[src/rtl/core/rqb_pkg.sv]
// Shared types and constants of the RSS queue balancer.
// Used by the controller, the datapath and the top level; depends on nothing.
`default_nettype none

package rqb_pkg;

    localparam int WORKER_SLOTS_DEF = 16;
    localparam int QUEUE_COUNT_DEF  = 64;

    localparam int OP_W     = 2;
    localparam int PID_W    = 22;
    localparam int STAMP_W  = 32;
    localparam int TSLOT_W  = 4;
    localparam int NSIZE_W  = 7;
    localparam int STATUS_W = 2;
    localparam int OSLOT_W  = 4;
    localparam int MQ_W     = 6;
    localparam int MCNT_W   = 7;

    localparam logic [PID_W-1:0] CTL_PID_RESET = PID_W'(1);

    localparam logic [OP_W-1:0] OP_BALANCE = 2'd0;
    localparam logic [OP_W-1:0] OP_ADD     = 2'd1;
    localparam logic [OP_W-1:0] OP_DELETE  = 2'd2;
    localparam logic [OP_W-1:0] OP_RESIZE  = 2'd3;

    localparam logic [STATUS_W-1:0] ST_OK      = 2'd0;
    localparam logic [STATUS_W-1:0] ST_DUP_PID = 2'd1;
    localparam logic [STATUS_W-1:0] ST_NO_SLOT = 2'd2;
    localparam logic [STATUS_W-1:0] ST_BAD_ARG = 2'd3;

    // Commands from the controller to the datapath.
    typedef struct packed {
        logic load;
        logic bad;
        logic slot_step;
        logic add_fin;
        logic pick_fin;
        logic q_rd;
        logic q_ev;
        logic grow_wr;
        logic commit;
        logic done;
    } t_cmd;

    // Status from the datapath to the controller.
    typedef struct packed {
        logic [OP_W-1:0] op;
        logic            arg_bad;
        logic            shrink;
        logic            grow;
        logic            has_q;
        logic            slot_last;
        logic            q_end;
        logic            can_move;
        logic            hit;
    } t_sts;

endpackage

`default_nettype wire

[src/rtl/core/rqb_ram.sv]
// Generic single write port RAM with one registered read port.
// No dependencies.
`default_nettype none

module rqb_ram #(
    parameter int WIDTH = 8,
    parameter int DEPTH = 64
) (
    input  wire logic                                  i_clk,
    input  wire logic                                  i_we,
    input  wire logic [(DEPTH > 1 ? $clog2(DEPTH) : 1)-1:0] i_waddr,
    input  wire logic [WIDTH-1:0]                      i_wdata,
    input  wire logic                                  i_re,
    input  wire logic [(DEPTH > 1 ? $clog2(DEPTH) : 1)-1:0] i_raddr,
    output logic      [WIDTH-1:0]                      o_rdata
);

    logic [WIDTH-1:0] r_mem [DEPTH];

    always_ff @(posedge i_clk) begin
        if (i_we) begin
            r_mem[i_waddr] <= i_wdata;
        end
        if (i_re) begin
            o_rdata <= r_mem[i_raddr];
        end
    end

endmodule

`default_nettype wire

[src/rtl/core/rqb_ctrl.sv]
// Controller state machine of the RSS queue balancer.
// Depends on rqb_pkg for the command and status structs.
`default_nettype none

module rqb_ctrl (
    input  wire logic          i_clk,
    input  wire logic          i_rst_n,
    input  wire logic          i_start,
    input  rqb_pkg::t_sts      i_sts,
    output rqb_pkg::t_cmd      o_cmd,
    output logic               o_busy
);
    import rqb_pkg::*;

    localparam logic [3:0] S_IDLE   = 4'd0;
    localparam logic [3:0] S_DEC    = 4'd1;
    localparam logic [3:0] S_SCAN   = 4'd2;
    localparam logic [3:0] S_ADDF   = 4'd3;
    localparam logic [3:0] S_PICK   = 4'd4;
    localparam logic [3:0] S_BCHK   = 4'd5;
    localparam logic [3:0] S_QRD    = 4'd6;
    localparam logic [3:0] S_QEV    = 4'd7;
    localparam logic [3:0] S_GROW   = 4'd8;
    localparam logic [3:0] S_COMMIT = 4'd9;
    localparam logic [3:0] S_DONE   = 4'd10;

    logic [3:0] r_state;
    logic [3:0] n_state;

    assign o_busy = (r_state != S_IDLE);

    always_comb begin
        n_state = r_state;
        o_cmd   = '0;
        case (r_state)
            S_IDLE: begin
                if (i_start) begin
                    o_cmd.load = 1'b1;
                    n_state    = S_DEC;
                end
            end
            S_DEC: begin
                if (i_sts.arg_bad) begin
                    o_cmd.bad = 1'b1;
                    n_state   = S_DONE;
                end else begin
                    case (i_sts.op)
                        OP_BALANCE: n_state = S_SCAN;
                        OP_ADD:     n_state = S_SCAN;
                        OP_DELETE:  n_state = i_sts.has_q ? S_SCAN : S_COMMIT;
                        default: begin
                            if (i_sts.shrink) begin
                                n_state = S_QRD;
                            end else if (i_sts.grow) begin
                                n_state = S_SCAN;
                            end else begin
                                n_state = S_DONE;
                            end
                        end
                    endcase
                end
            end
            S_SCAN: begin
                o_cmd.slot_step = 1'b1;
                if (i_sts.slot_last) begin
                    n_state = (i_sts.op == OP_ADD) ? S_ADDF : S_PICK;
                end
            end
            S_ADDF: begin
                o_cmd.add_fin = 1'b1;
                n_state       = S_DONE;
            end
            S_PICK: begin
                o_cmd.pick_fin = 1'b1;
                case (i_sts.op)
                    OP_BALANCE: n_state = S_BCHK;
                    OP_DELETE:  n_state = S_QRD;
                    default:    n_state = S_GROW;
                endcase
            end
            S_BCHK: begin
                n_state = i_sts.can_move ? S_QRD : S_DONE;
            end
            S_QRD: begin
                if (i_sts.q_end) begin
                    n_state = S_COMMIT;
                end else begin
                    o_cmd.q_rd = 1'b1;
                    n_state    = S_QEV;
                end
            end
            S_QEV: begin
                o_cmd.q_ev = 1'b1;
                if (i_sts.op == OP_BALANCE && i_sts.hit) begin
                    n_state = S_DONE;
                end else begin
                    n_state = S_QRD;
                end
            end
            S_GROW: begin
                if (i_sts.q_end) begin
                    n_state = S_COMMIT;
                end else begin
                    o_cmd.grow_wr = 1'b1;
                end
            end
            S_COMMIT: begin
                o_cmd.commit = 1'b1;
                n_state      = S_DONE;
            end
            S_DONE: begin
                o_cmd.done = 1'b1;
                n_state    = S_IDLE;
            end
            default: begin
                n_state = S_IDLE;
            end
        endcase
    end

    always_ff @(posedge i_clk) begin
        if (!i_rst_n) begin
            r_state <= S_IDLE;
        end else begin
            r_state <= n_state;
        end
    end

endmodule

`default_nettype wire

[src/rtl/core/rqb_datapath.sv]
// Datapath of the RSS queue balancer: slot records, indirection table and result.
// Depends on rqb_pkg and instantiates rqb_ram for the queue owner table.
`default_nettype none

module rqb_datapath #(
    parameter int WORKER_SLOTS = rqb_pkg::WORKER_SLOTS_DEF,
    parameter int QUEUE_COUNT  = rqb_pkg::QUEUE_COUNT_DEF
) (
    input  wire logic                          i_clk,
    input  wire logic                          i_rst_n,
    input  wire logic [rqb_pkg::OP_W-1:0]      i_operation,
    input  wire logic [rqb_pkg::PID_W-1:0]     i_worker_pid,
    input  wire logic [rqb_pkg::STAMP_W-1:0]   i_start_stamp,
    input  wire logic [rqb_pkg::TSLOT_W-1:0]   i_target_slot,
    input  wire logic [rqb_pkg::NSIZE_W-1:0]   i_new_table_size,
    input  wire logic                          i_cfg_we,
    input  wire logic [rqb_pkg::PID_W-1:0]     i_cfg_pid,
    input  rqb_pkg::t_cmd                      i_cmd,
    output rqb_pkg::t_sts                      o_sts,
    output logic [rqb_pkg::STATUS_W-1:0]       o_status,
    output logic [rqb_pkg::OSLOT_W-1:0]        o_slot_used,
    output logic [rqb_pkg::OSLOT_W-1:0]        o_from_slot,
    output logic [rqb_pkg::MQ_W-1:0]           o_moved_queue,
    output logic [rqb_pkg::MCNT_W-1:0]         o_moved_count,
    output logic                               o_all_workers_gone,
    output logic                               o_done
);
    import rqb_pkg::*;

    localparam int SW   = $clog2(WORKER_SLOTS);
    localparam int OW   = $clog2(WORKER_SLOTS + 1);
    localparam int QAW  = (QUEUE_COUNT > 1) ? $clog2(QUEUE_COUNT) : 1;
    localparam int QCW  = $clog2(QUEUE_COUNT + 1);
    localparam int CMPW = (QCW > NSIZE_W) ? QCW + 1 : NSIZE_W + 1;
    localparam logic [OW-1:0] OWNER_NONE = OW'(WORKER_SLOTS);

    // Slot records.
    logic             r_active [WORKER_SLOTS];
    logic [PID_W-1:0] r_pid    [WORKER_SLOTS];
    logic [31:0]      r_start  [WORKER_SLOTS];
    logic [QCW-1:0]   r_qcnt   [WORKER_SLOTS];
    logic [QCW-1:0]   r_size;
    logic [PID_W-1:0] r_ctl_pid;
    logic [QUEUE_COUNT-1:0] r_qvld;

    // Captured operation.
    logic [OP_W-1:0]    r_op;
    logic [PID_W-1:0]   r_wpid;
    logic [STAMP_W-1:0] r_stamp;
    logic [TSLOT_W-1:0] r_target;
    logic [NSIZE_W-1:0] r_nsize;

    // Slot scan.
    logic [SW-1:0]  r_si;
    logic           r_pok, r_kok, r_dup, r_fok;
    logic [SW-1:0]  r_pick, r_kick, r_free;
    logic [QCW-1:0] r_pcnt, r_kcnt;
    logic [31:0]    r_pstart, r_kstart;

    // Table walk.
    logic [QCW-1:0] r_qi, r_qend;
    logic           r_rvld;
    logic [OW-1:0]  ram_rdata;
    logic [OW-1:0]  owner;
    logic           ram_we;
    logic [OW-1:0]  ram_wdata;

    // Result.
    logic [STATUS_W-1:0] r_status;
    logic [SW-1:0]       r_used, r_from;
    logic [QCW-1:0]      r_mq, r_cnt;
    logic                r_gone, r_done;

    logic [CMPW-1:0] nsize_w, size_w;
    logic            tgt_range;
    logic [SW-1:0]   tgt;
    logic            others_active;
    logic            del_bad;
    logic            sel_ok, skip_i;
    logic [PID_W-1:0] pid_i;
    logic [SW-1:0]   pk_pick, pk_kick;
    logic [QCW-1:0]  pk_pcnt, pk_kcnt;
    logic [31:0]     pk_pstart;
    logic [SW-1:0]   own_idx;

    assign nsize_w   = CMPW'(i_new_table_size);
    assign size_w    = CMPW'(r_size);
    assign tgt_range = (32'(r_target) < WORKER_SLOTS);
    assign tgt       = SW'(r_target);
    assign owner     = r_rvld ? ram_rdata : OWNER_NONE;
    assign own_idx   = SW'(owner);
    assign pid_i     = (r_si == '0) ? r_ctl_pid : r_pid[r_si];
    assign skip_i    = (r_op == OP_DELETE) && (r_si == tgt);
    assign sel_ok    = (r_si != '0) && r_active[r_si] && !skip_i;
    assign del_bad   = (r_target == '0) || !tgt_range || !r_active[tgt];

    always_comb begin
        others_active = 1'b0;
        for (int s = 1; s < WORKER_SLOTS; s++) begin
            others_active = others_active | r_active[s];
        end
    end

    // Final choice of receiver and donor once the slot scan is over.
    always_comb begin
        pk_pick   = r_pok ? r_pick : '0;
        pk_pcnt   = r_pok ? r_pcnt : r_qcnt[0];
        pk_pstart = r_pstart;
        pk_kick   = r_kick;
        pk_kcnt   = r_kcnt;
        if (!r_kok || r_qcnt[0] != '0) begin
            pk_kick = '0;
            pk_kcnt = r_qcnt[0];
        end else if ({1'b0, r_kcnt} <= {1'b0, pk_pcnt} + (QCW + 1)'(1) &&
                     r_kstart >= pk_pstart) begin
            pk_kick = pk_pick;
            pk_kcnt = pk_pcnt;
        end
    end

    always_comb begin
        o_sts.op = r_op;
        case (r_op)
            OP_ADD:    o_sts.arg_bad = (r_wpid == '0);
            OP_DELETE: o_sts.arg_bad = del_bad;
            OP_RESIZE: o_sts.arg_bad = (CMPW'(r_nsize) > CMPW'(QUEUE_COUNT));
            default:   o_sts.arg_bad = 1'b0;
        endcase
        o_sts.shrink    = (CMPW'(r_nsize) < size_w);
        o_sts.grow      = (CMPW'(r_nsize) > size_w);
        o_sts.has_q     = (r_qcnt[tgt] != '0);
        o_sts.slot_last = (r_si == SW'(WORKER_SLOTS - 1));
        o_sts.q_end     = (r_qi >= r_qend);
        o_sts.can_move  = (r_pick != '0) && (r_pick != r_kick) && (r_kcnt != '0);
        o_sts.hit       = (owner == OW'(r_kick));
    end

    always_comb begin
        ram_we    = 1'b0;
        ram_wdata = OW'(r_pick);
        if (i_cmd.grow_wr) begin
            ram_we = 1'b1;
        end else if (i_cmd.q_ev) begin
            if (r_op == OP_BALANCE) begin
                ram_we = o_sts.hit;
            end else if (r_op == OP_DELETE) begin
                ram_we = (owner == OW'(r_target));
            end
        end
    end

    rqb_ram #(
        .WIDTH(OW),
        .DEPTH(QUEUE_COUNT)
    ) u_owner_ram (
        .i_clk  (i_clk),
        .i_we   (ram_we),
        .i_waddr(r_qi[QAW-1:0]),
        .i_wdata(ram_wdata),
        .i_re   (i_cmd.q_rd),
        .i_raddr(r_qi[QAW-1:0]),
        .o_rdata(ram_rdata)
    );

    // Operation registers, scan state and result.
    always_ff @(posedge i_clk) begin
        if (i_cmd.load) begin
            r_op     <= i_operation;
            r_wpid   <= i_worker_pid;
            r_stamp  <= i_start_stamp;
            r_target <= i_target_slot;
            r_nsize  <= i_new_table_size;
            r_si     <= '0;
            r_pok    <= 1'b0;
            r_kok    <= 1'b0;
            r_dup    <= 1'b0;
            r_fok    <= 1'b0;
            r_status <= ST_OK;
            r_used   <= '0;
            r_from   <= '0;
            r_mq     <= '0;
            r_cnt    <= '0;
            case (i_operation)
                OP_BALANCE: begin
                    r_qi   <= '0;
                    r_qend <= r_size;
                end
                OP_DELETE: begin
                    r_qi   <= '0;
                    r_qend <= QCW'(QUEUE_COUNT);
                end
                default: begin
                    if (nsize_w < size_w) begin
                        r_qi   <= QCW'(i_new_table_size);
                        r_qend <= r_size;
                    end else begin
                        r_qi   <= r_size;
                        r_qend <= QCW'(i_new_table_size);
                    end
                end
            endcase
        end
        if (i_cmd.bad) begin
            r_status <= ST_BAD_ARG;
        end
        if (i_cmd.slot_step) begin
            r_si <= r_si + SW'(1);
            if (r_op == OP_ADD) begin
                if (r_active[r_si] && pid_i == r_wpid) begin
                    r_dup <= 1'b1;
                end
                if (r_si != '0 && !r_active[r_si] && !r_fok) begin
                    r_fok  <= 1'b1;
                    r_free <= r_si;
                end
            end else if (sel_ok) begin
                if (!r_pok || r_pcnt > r_qcnt[r_si]) begin
                    r_pok    <= 1'b1;
                    r_pick   <= r_si;
                    r_pcnt   <= r_qcnt[r_si];
                    r_pstart <= r_start[r_si];
                end
                if (!r_kok || r_kcnt < r_qcnt[r_si]) begin
                    r_kok    <= 1'b1;
                    r_kick   <= r_si;
                    r_kcnt   <= r_qcnt[r_si];
                    r_kstart <= r_start[r_si];
                end
            end
        end
        if (i_cmd.add_fin) begin
            if (r_dup) begin
                r_status <= ST_DUP_PID;
            end else if (!r_fok) begin
                r_status <= ST_NO_SLOT;
            end else begin
                r_used <= r_free;
            end
        end
        if (i_cmd.pick_fin) begin
            r_pick <= pk_pick;
            r_pcnt <= pk_pcnt;
            r_kick <= pk_kick;
            r_kcnt <= pk_kcnt;
            r_used <= pk_pick;
        end
        if (i_cmd.q_rd) begin
            r_rvld <= r_qvld[r_qi[QAW-1:0]];
        end
        if (i_cmd.q_ev) begin
            r_qi <= r_qi + QCW'(1);
            if (r_op == OP_BALANCE) begin
                if (o_sts.hit) begin
                    r_from <= r_kick;
                    r_mq   <= r_qi;
                    r_cnt  <= QCW'(1);
                end
            end else if (r_op == OP_DELETE) begin
                if (owner == OW'(r_target)) begin
                    r_cnt <= r_cnt + QCW'(1);
                end
            end else begin
                r_cnt <= r_cnt + QCW'(1);
            end
        end
        if (i_cmd.grow_wr) begin
            r_qi  <= r_qi + QCW'(1);
            r_cnt <= r_cnt + QCW'(1);
        end
        if (i_cmd.done) begin
            r_gone <= !others_active;
        end
    end

    // Slot records, table size and valid bits of the owner table.
    always_ff @(posedge i_clk) begin
        if (!i_rst_n) begin
            for (int s = 0; s < WORKER_SLOTS; s++) begin
                r_active[s] <= (s == 0);
                r_pid[s]    <= '0;
                r_start[s]  <= '0;
                r_qcnt[s]   <= '0;
            end
            r_size    <= '0;
            r_ctl_pid <= CTL_PID_RESET;
            r_qvld    <= '0;
            r_done    <= 1'b0;
        end else begin
            r_done <= i_cmd.done;
            if (i_cfg_we) begin
                r_ctl_pid <= i_cfg_pid;
            end
            if (i_cmd.add_fin && !r_dup && r_fok) begin
                r_active[r_free] <= 1'b1;
                r_pid[r_free]    <= r_wpid;
                r_start[r_free]  <= r_stamp;
                r_qcnt[r_free]   <= '0;
            end
            if (ram_we) begin
                r_qvld[r_qi[QAW-1:0]] <= 1'b1;
            end
            if (i_cmd.q_ev) begin
                if (r_op == OP_BALANCE) begin
                    if (o_sts.hit) begin
                        r_qcnt[r_kick] <= r_kcnt - QCW'(1);
                        r_qcnt[r_pick] <= r_pcnt + QCW'(1);
                    end
                end else if (r_op == OP_RESIZE) begin
                    r_qvld[r_qi[QAW-1:0]] <= 1'b0;
                    if (owner < OWNER_NONE && r_qcnt[own_idx] != '0) begin
                        r_qcnt[own_idx] <= r_qcnt[own_idx] - QCW'(1);
                    end
                end
            end
            if (i_cmd.commit) begin
                if (r_op == OP_DELETE) begin
                    if (r_cnt != '0) begin
                        r_qcnt[r_pick] <= r_pcnt + r_cnt;
                    end
                    r_active[tgt] <= 1'b0;
                    r_pid[tgt]    <= '0;
                    r_start[tgt]  <= '0;
                    r_qcnt[tgt]   <= '0;
                end else if (r_op == OP_RESIZE) begin
                    r_size <= QCW'(r_nsize);
                    if (CMPW'(r_nsize) > size_w) begin
                        r_qcnt[r_pick] <= r_pcnt + r_cnt;
                    end
                end
            end
        end
    end

    assign o_status           = r_status;
    assign o_slot_used        = OSLOT_W'(r_used);
    assign o_from_slot        = OSLOT_W'(r_from);
    assign o_moved_queue      = MQ_W'(r_mq);
    assign o_moved_count      = MCNT_W'(r_cnt);
    assign o_all_workers_gone = r_gone;
    assign o_done             = r_done;

endmodule

`default_nettype wire

[src/rtl/core/rss_queue_balancer_unit.sv]
// Top level of the RSS queue balancer: controller, datapath and configuration port.
// Depends on rqb_pkg, rqb_ctrl and rqb_datapath.
`default_nettype none

// An operation is taken when start is high and busy is low; exactly one result
// beat follows, shown for a single cycle with o_done high, and the receiver
// cannot hold it off, so it must be captured in that cycle. busy stays high
// from the cycle after acceptance until the result is finished, and the
// result beat appears in the first cycle with busy low again. The length of
// an operation is set by a scan of the slot records, one slot per cycle, and a
// walk of the indirection table, which reads one entry at a time through its
// single read port. Add scans the slot records only. Balance scans them and
// then walks the table up to and including the first queue of the donor.
// Delete of a worker that owns queues scans them and walks the whole table.
// Growing the table scans them and then writes each added entry; shrinking
// walks only the removed entries, with no scan. Rejected operations do neither.
// The owner table needs no clearing pass after reset: valid bits in
// flip-flops mark entries that were never written. The controller process id
// may be written through the configuration channel, which is always ready,
// but only while no operation is in flight.
module rss_queue_balancer_unit #(
    parameter int WORKER_SLOTS = rqb_pkg::WORKER_SLOTS_DEF,
    parameter int QUEUE_COUNT  = rqb_pkg::QUEUE_COUNT_DEF
) (
    input  wire logic                          i_clk,
    input  wire logic                          i_rst_n,
    input  wire logic                          start,
    output logic                               busy,
    input  wire logic [rqb_pkg::OP_W-1:0]      i_operation,
    input  wire logic [rqb_pkg::PID_W-1:0]     i_worker_pid,
    input  wire logic [rqb_pkg::STAMP_W-1:0]   i_start_stamp,
    input  wire logic [rqb_pkg::TSLOT_W-1:0]   i_target_slot,
    input  wire logic [rqb_pkg::NSIZE_W-1:0]   i_new_table_size,
    input  wire logic                          i_cfg_valid,
    output logic                               o_cfg_ready,
    input  wire logic [rqb_pkg::PID_W-1:0]     i_cfg_controller_pid,
    output logic                               o_done,
    output logic [rqb_pkg::STATUS_W-1:0]       o_status,
    output logic [rqb_pkg::OSLOT_W-1:0]        o_slot_used,
    output logic [rqb_pkg::OSLOT_W-1:0]        o_from_slot,
    output logic [rqb_pkg::MQ_W-1:0]           o_moved_queue,
    output logic [rqb_pkg::MCNT_W-1:0]         o_moved_count,
    output logic                               o_all_workers_gone
);
    import rqb_pkg::*;

    t_cmd cmd;
    t_sts sts;
    logic busy_int;

    // Ready is tied high; the user must make writes to the register only while idle, as the block does not enforce it.
    assign o_cfg_ready = 1'b1;
    assign busy        = busy_int;

    rqb_ctrl u_ctrl (
        .i_clk  (i_clk),
        .i_rst_n(i_rst_n),
        .i_start(start),
        .i_sts  (sts),
        .o_cmd  (cmd),
        .o_busy (busy_int)
    );

    rqb_datapath #(
        .WORKER_SLOTS(WORKER_SLOTS),
        .QUEUE_COUNT (QUEUE_COUNT)
    ) u_dp (
        .i_clk             (i_clk),
        .i_rst_n           (i_rst_n),
        .i_operation       (i_operation),
        .i_worker_pid      (i_worker_pid),
        .i_start_stamp     (i_start_stamp),
        .i_target_slot     (i_target_slot),
        .i_new_table_size  (i_new_table_size),
        .i_cfg_we          (i_cfg_valid),
        .i_cfg_pid         (i_cfg_controller_pid),
        .i_cmd             (cmd),
        .o_sts             (sts),
        .o_status          (o_status),
        .o_slot_used       (o_slot_used),
        .o_from_slot       (o_from_slot),
        .o_moved_queue     (o_moved_queue),
        .o_moved_count     (o_moved_count),
        .o_all_workers_gone(o_all_workers_gone),
        .o_done            (o_done)
    );

endmodule

`default_nettype wire

[config.mk]
export PLATFORM = sky130hd
export DESIGN_NAME = rss_queue_balancer_unit
export DESIGN_NICKNAME = d
export VERILOG_FILES = /design/src/rtl/core/rqb_pkg.sv /design/src/rtl/core/rqb_ram.sv /design/src/rtl/core/rqb_ctrl.sv /design/src/rtl/core/rqb_datapath.sv /design/src/rtl/core/rss_queue_balancer_unit.sv
export SDC_FILE = /design/constraint.sdc
export NUM_CORES = 2
export LEC_CHECK = 0
export BUFFER_PORTS_ARGS = -buffer_cell sky130_fd_sc_hd__buf_2
export CAP_MARGIN = 10
export CORE_MARGIN = 2
export CORE_UTILIZATION = 50
export DETAILED_ROUTE_END_ITERATION = 6
export GPL_ROUTABILITY_DRIVEN = 0
export PLACE_DENSITY_LB_ADDON = 0.2
export SYNTH_ARGS = -nofsm -noshare
export SYNTH_HDL_FRONTEND = slang
export SYNTH_SLANG_ARGS = --single-unit
[constraint.sdc]
create_clock -name i_clk -period 6.1 [get_ports i_clk]
set_input_delay 0.305 -clock i_clk [delete_from_list [all_inputs] [get_ports i_clk]]
set_output_delay 0.305 -clock i_clk [all_outputs]
set_load 0.1 [all_outputs]
==> flow_summary_export.csv <==
group,metric,value,unit
status,run_status,"finished with violations",
status,violations,"design-rule violations",
global_route,grt_max_degree,104,
clocking,postCtsSetupBuffers,0,
place,dp.final_hpwl,121.4,mm
timing,relSlewSlack,14.03,%
worst_setup_path,critPathMaxFanout,28,
logic_synthesis,syn_inst,4992,
logic_synthesis,synth.most_common_cell,"edfxtp_1",
worst_setup_path,reg2regPathDepth,11,
worst_setup_path,cp-start-kind,"flip-flop",
timing,setup_viol,0,
timing,rsz0062_at_grt,"no",
floorplan,core_area,139700,um2
logic_synthesis,synth_seq_area_share,64.39,%
pwr,p_leak,27.56,nW
pwr,seqPwrFrac,43.5,%
logic_synthesis,netlist_area,70540,um2
timing,layout_min_cycle_time,5.187,ns
floorplan,die_h,379.6,um
cells_and_area,layout-drive-gt1-share,18.22,%
floorplan,dieArea,144100,um2
floorplan,rows,137,
timing,setup_tns,0,ns
cells_and_area,fin_nets,5251,
timing,finalHoldViolCount,0,
timing,slew_violations,0,
logic_synthesis,yosysTopAreaCell,"edfxtp_1",
logic_synthesis,synth_top_area_share,60.19,%
pwr,vdd_drop_max,0.0002987,V
clocking,cts_resized,0,
place,io_buffer_count,118,
drt,route.met3.wl,22.46,mm
timing,fin_skew,0.03961,ns
floorplan,die_w,379.6,um
worst_setup_path,crit_type,"reg2reg",
drt,ant_nets,0,
cells_and_area,n_fill_cell,10980,
pwr,p_sw,9.617,mW
pwr,clkPwrFrac,32.7,%
logic_synthesis,ys_types,87,
global_route,globalRouteTotalUtil,28.48,%
pwr,power.density,386.8,nW/um2
worst_setup_path,crit_arrival,5.60,ns
logic_synthesis,synth_edf_count,1414,
drt,drt_wl_total,207.4,mm
worst_setup_path,worstSetupEndpointType,"flip-flop",
logic_synthesis,synth_commonest_cells,"1,414 x edfxtp_1, 597 x nor2_1, 346 x and2_1",
place,place_area,73020,um2
clocking,numClockSinks,1562,
timing,fmax,0.1928,GHz
drt,highest_layer,"met5",
timing,timing.hold.ws,0.1161,ns
global_route,antenna_found_initial,9,
drt,wl_met2,95.40,mm
logic_synthesis,synth.area.top_cells,"edfxtp_1 60%, mux4_2 9.9%, dfxtp_1 4.2%",
timing,fin_crit_sh,85.03,%
pwr,p_int,21.06,mW
drt,met1_length,81.72,mm
logic_synthesis,ys_warn_count,0,
global_route,grt_pass1_wl,303.4,mm
worst_setup_path,reg2reg_slack,0.91,ns
cells_and_area,stdcell_area,79300,um2
cells_and_area,area_growth,12.42,%
floorplan,ios,120,
pwr,switching_share,31.35,%
cells_and_area,fin_util,56.77,%
logic_synthesis,synthArstFlopShare,0,%
clocking,htree_levels,4,
logic_synthesis,avgSynthCellArea,14.13,um2
worst_setup_path,crit_start,"u_dp.u_owner_ram.o_rdata[1]",
timing,worst_pin_slew,1.254,ns
drt,drc_errors,1,
floorplan,initial_core_util,50.50,%
clocking,clock_path_buffers,3,
worst_setup_path,rr_startpoint,"u_dp.u_owner_ram.o_rdata[1]",
clocking,cts_tree,"built",
pwr,combPwrFrac,23.9,%
drt,first_pass_iters,7,
logic_synthesis,synth-seq-cells,1562,
logic_synthesis,synth-main-ff-cell,"edfxtp_1",
logic_synthesis,syn-num-nets,5174,
cells_and_area,seqCellArea,45440,um2
clocking,clkTransAtPathRegs,0.06,ns
worst_setup_path,crit_end,"u_dp.r_qcnt[4][6]",
clocking,cts.root.buffer_cell,"clkbuf_16",
worst_hold_path,hp-class,"in2reg",
drt,vias,45630,
clocking,cts_buffers,164,
job,maxCapViolCount,0,
worst_setup_path,cp_data_required_time,6.52,ns
worst_setup_path,timing.rr.end,"u_dp.r_qcnt[4][6]",
global_route,grt_pass1_vias,44710,
drt,drt-initial-drc-count,6372,
drt,avgViaCountPerCell,6.440,
drt,post_drt_wl_per_cell,29.27,um
clocking,clk_latency,0.80,ns
cells_and_area,multi_input_area,23400,um2
global_route,grt-ovfl-total,0,
==> registers in the layout (all words and copies together) (netlist names), 6 cells and up, named ones only <==
| register | flops |
|---|---|
| u_dp.r_kstart | 32 |
| u_dp.r_start | 512 |
| u_dp.r_mq | 6 |
| u_dp.r_ctl_pid | 22 |
| u_dp.o_moved_count | 7 |
| u_dp.r_qcnt | 112 |
| u_dp.u_owner_ram.r_mem | 256 |
| u_dp.r_qi | 7 |
| u_dp.r_qvld | 64 |
| u_dp.r_nsize | 7 |
| u_dp.r_stamp | 32 |
| u_dp.r_pcnt | 7 |
| u_dp.r_active | 16 |
| u_dp.r_wpid | 22 |
| u_dp.r_size | 7 |
| u_dp.r_kcnt | 7 |
| u_dp.r_pid | 352 |
| u_dp.r_qend | 7 |
| u_dp.pk_pstart | 32 |
==> per-layer routing <==
layer,up-vias,track usage (%)
met5,-,0
met4,2,10.60
met3,503,5.949
met2,2775,43.87
met1,22980,40.09
li1,19370,-
==> layout make-up <==
class                      count  area share (%)
tap                         1876           2.960
timing repair buffer         319           3.010
multi-input combinational   2931           29.51
antenna                        2        0.006311
sequential                  1562           57.30
clock inverter                96           1.172
clock buffer                 209           5.609
inverter                      91          0.4339
==> through the flow <==
step | power [mW] | setup WS, ns | cells
after floorplan | 18.32 | 0.04955 | 4992
after global placement | 20.68 | 1.182 | 6689
after detailed placement | 20.75 | 1.109 | 6689
after CTS | 30.73 | 1.099 | 7083
after global routing | 31.72 | 0.7266 | 7084
final | 30.67 | 0.9132 | 7086
==> worst min-delay path by stage <==
stage | to | cells past startpoint | slack [ns] | start
after floorplan | u_dp.r_nsize[0] | 0 | 0.40 | i_new_table_size[0]
after global placement | u_dp.o_from_slot[0] | 2 | 0.44 | u_dp.o_from_slot[0]
after detailed placement | u_dp.r_mq[5] | 2 | 0.44 | u_dp.r_mq[5]
after CTS | u_ctrl.r_state[2] | 5 | 0.04 | start
after global routing | u_ctrl.r_state[2] | 5 | 0.12 | start
final | u_ctrl.r_state[0] | 5 | 0.12 | start
==> worst max-delay path, stage by stage, from the launching register on <==
cell and delay, ns:
edfxtp_1 1.17, buf_4 0.34, mux2i_1 0.19, nand2_1 0.06, a32o_1 0.29, a32oi_1 0.56
nand4bb_1 0.17, o22ai_1 0.15, buf_4 0.22, a21o_1 0.42, nand2_1 0.39, o211ai_1 0.83
==> cell families (layout without fill, tap and decap cells) <==
| logic type | Yosys count | in the layout | synth area share (%) |
|---|---|---|---|
| simple gates | 1619 | 1619 | 11.05 |
| flops | 1562 | 1562 | 64.39 |
| compound gates | 727 | 727 | 7.754 |
| buf+inv | 499 | 715 | 2.806 |
| mux | 421 | 421 | 11.49 |
| fa+ha+maj | 89 | 89 | 1.589 |
| xor+xnor | 74 | 74 | 0.9188 |
| other cells | 1 | 3 | 0.005316 |
==> layout by cell type (no fill, tap or decap), types with 102 or more instances in the layout <==
master,n
mux4_2,310
a22oi_1,157
edfxtp_1,1414
clkbuf_16,168
buf_4,108
nor3_1,114
mux2i_1,102
buf_2,117
dfxtp_1,144
nand2_1,247
nor2_1,581
and2_1,346
==> power by group through the flow <==
stage | clock, mW | combinational (mW) | sequential [mW]
after detailed placement | 0 | 7.22 | 13.5
final | 10.0 | 7.32 | 13.3
after floorplan | 0 | 5.35 | 13.0
after CTS | 10.1 | 7.30 | 13.3
after global placement | 0 | 7.16 | 13.5
after global routing | 10.6 | 7.77 | 13.4
==> timing repair <==
item,4_1_cts,5_1_grt
hold endpoints to repair,107,0
endpoints found under the setup margin,0,0
hold buffers,89,0
(Power assumes the default switching activity.)
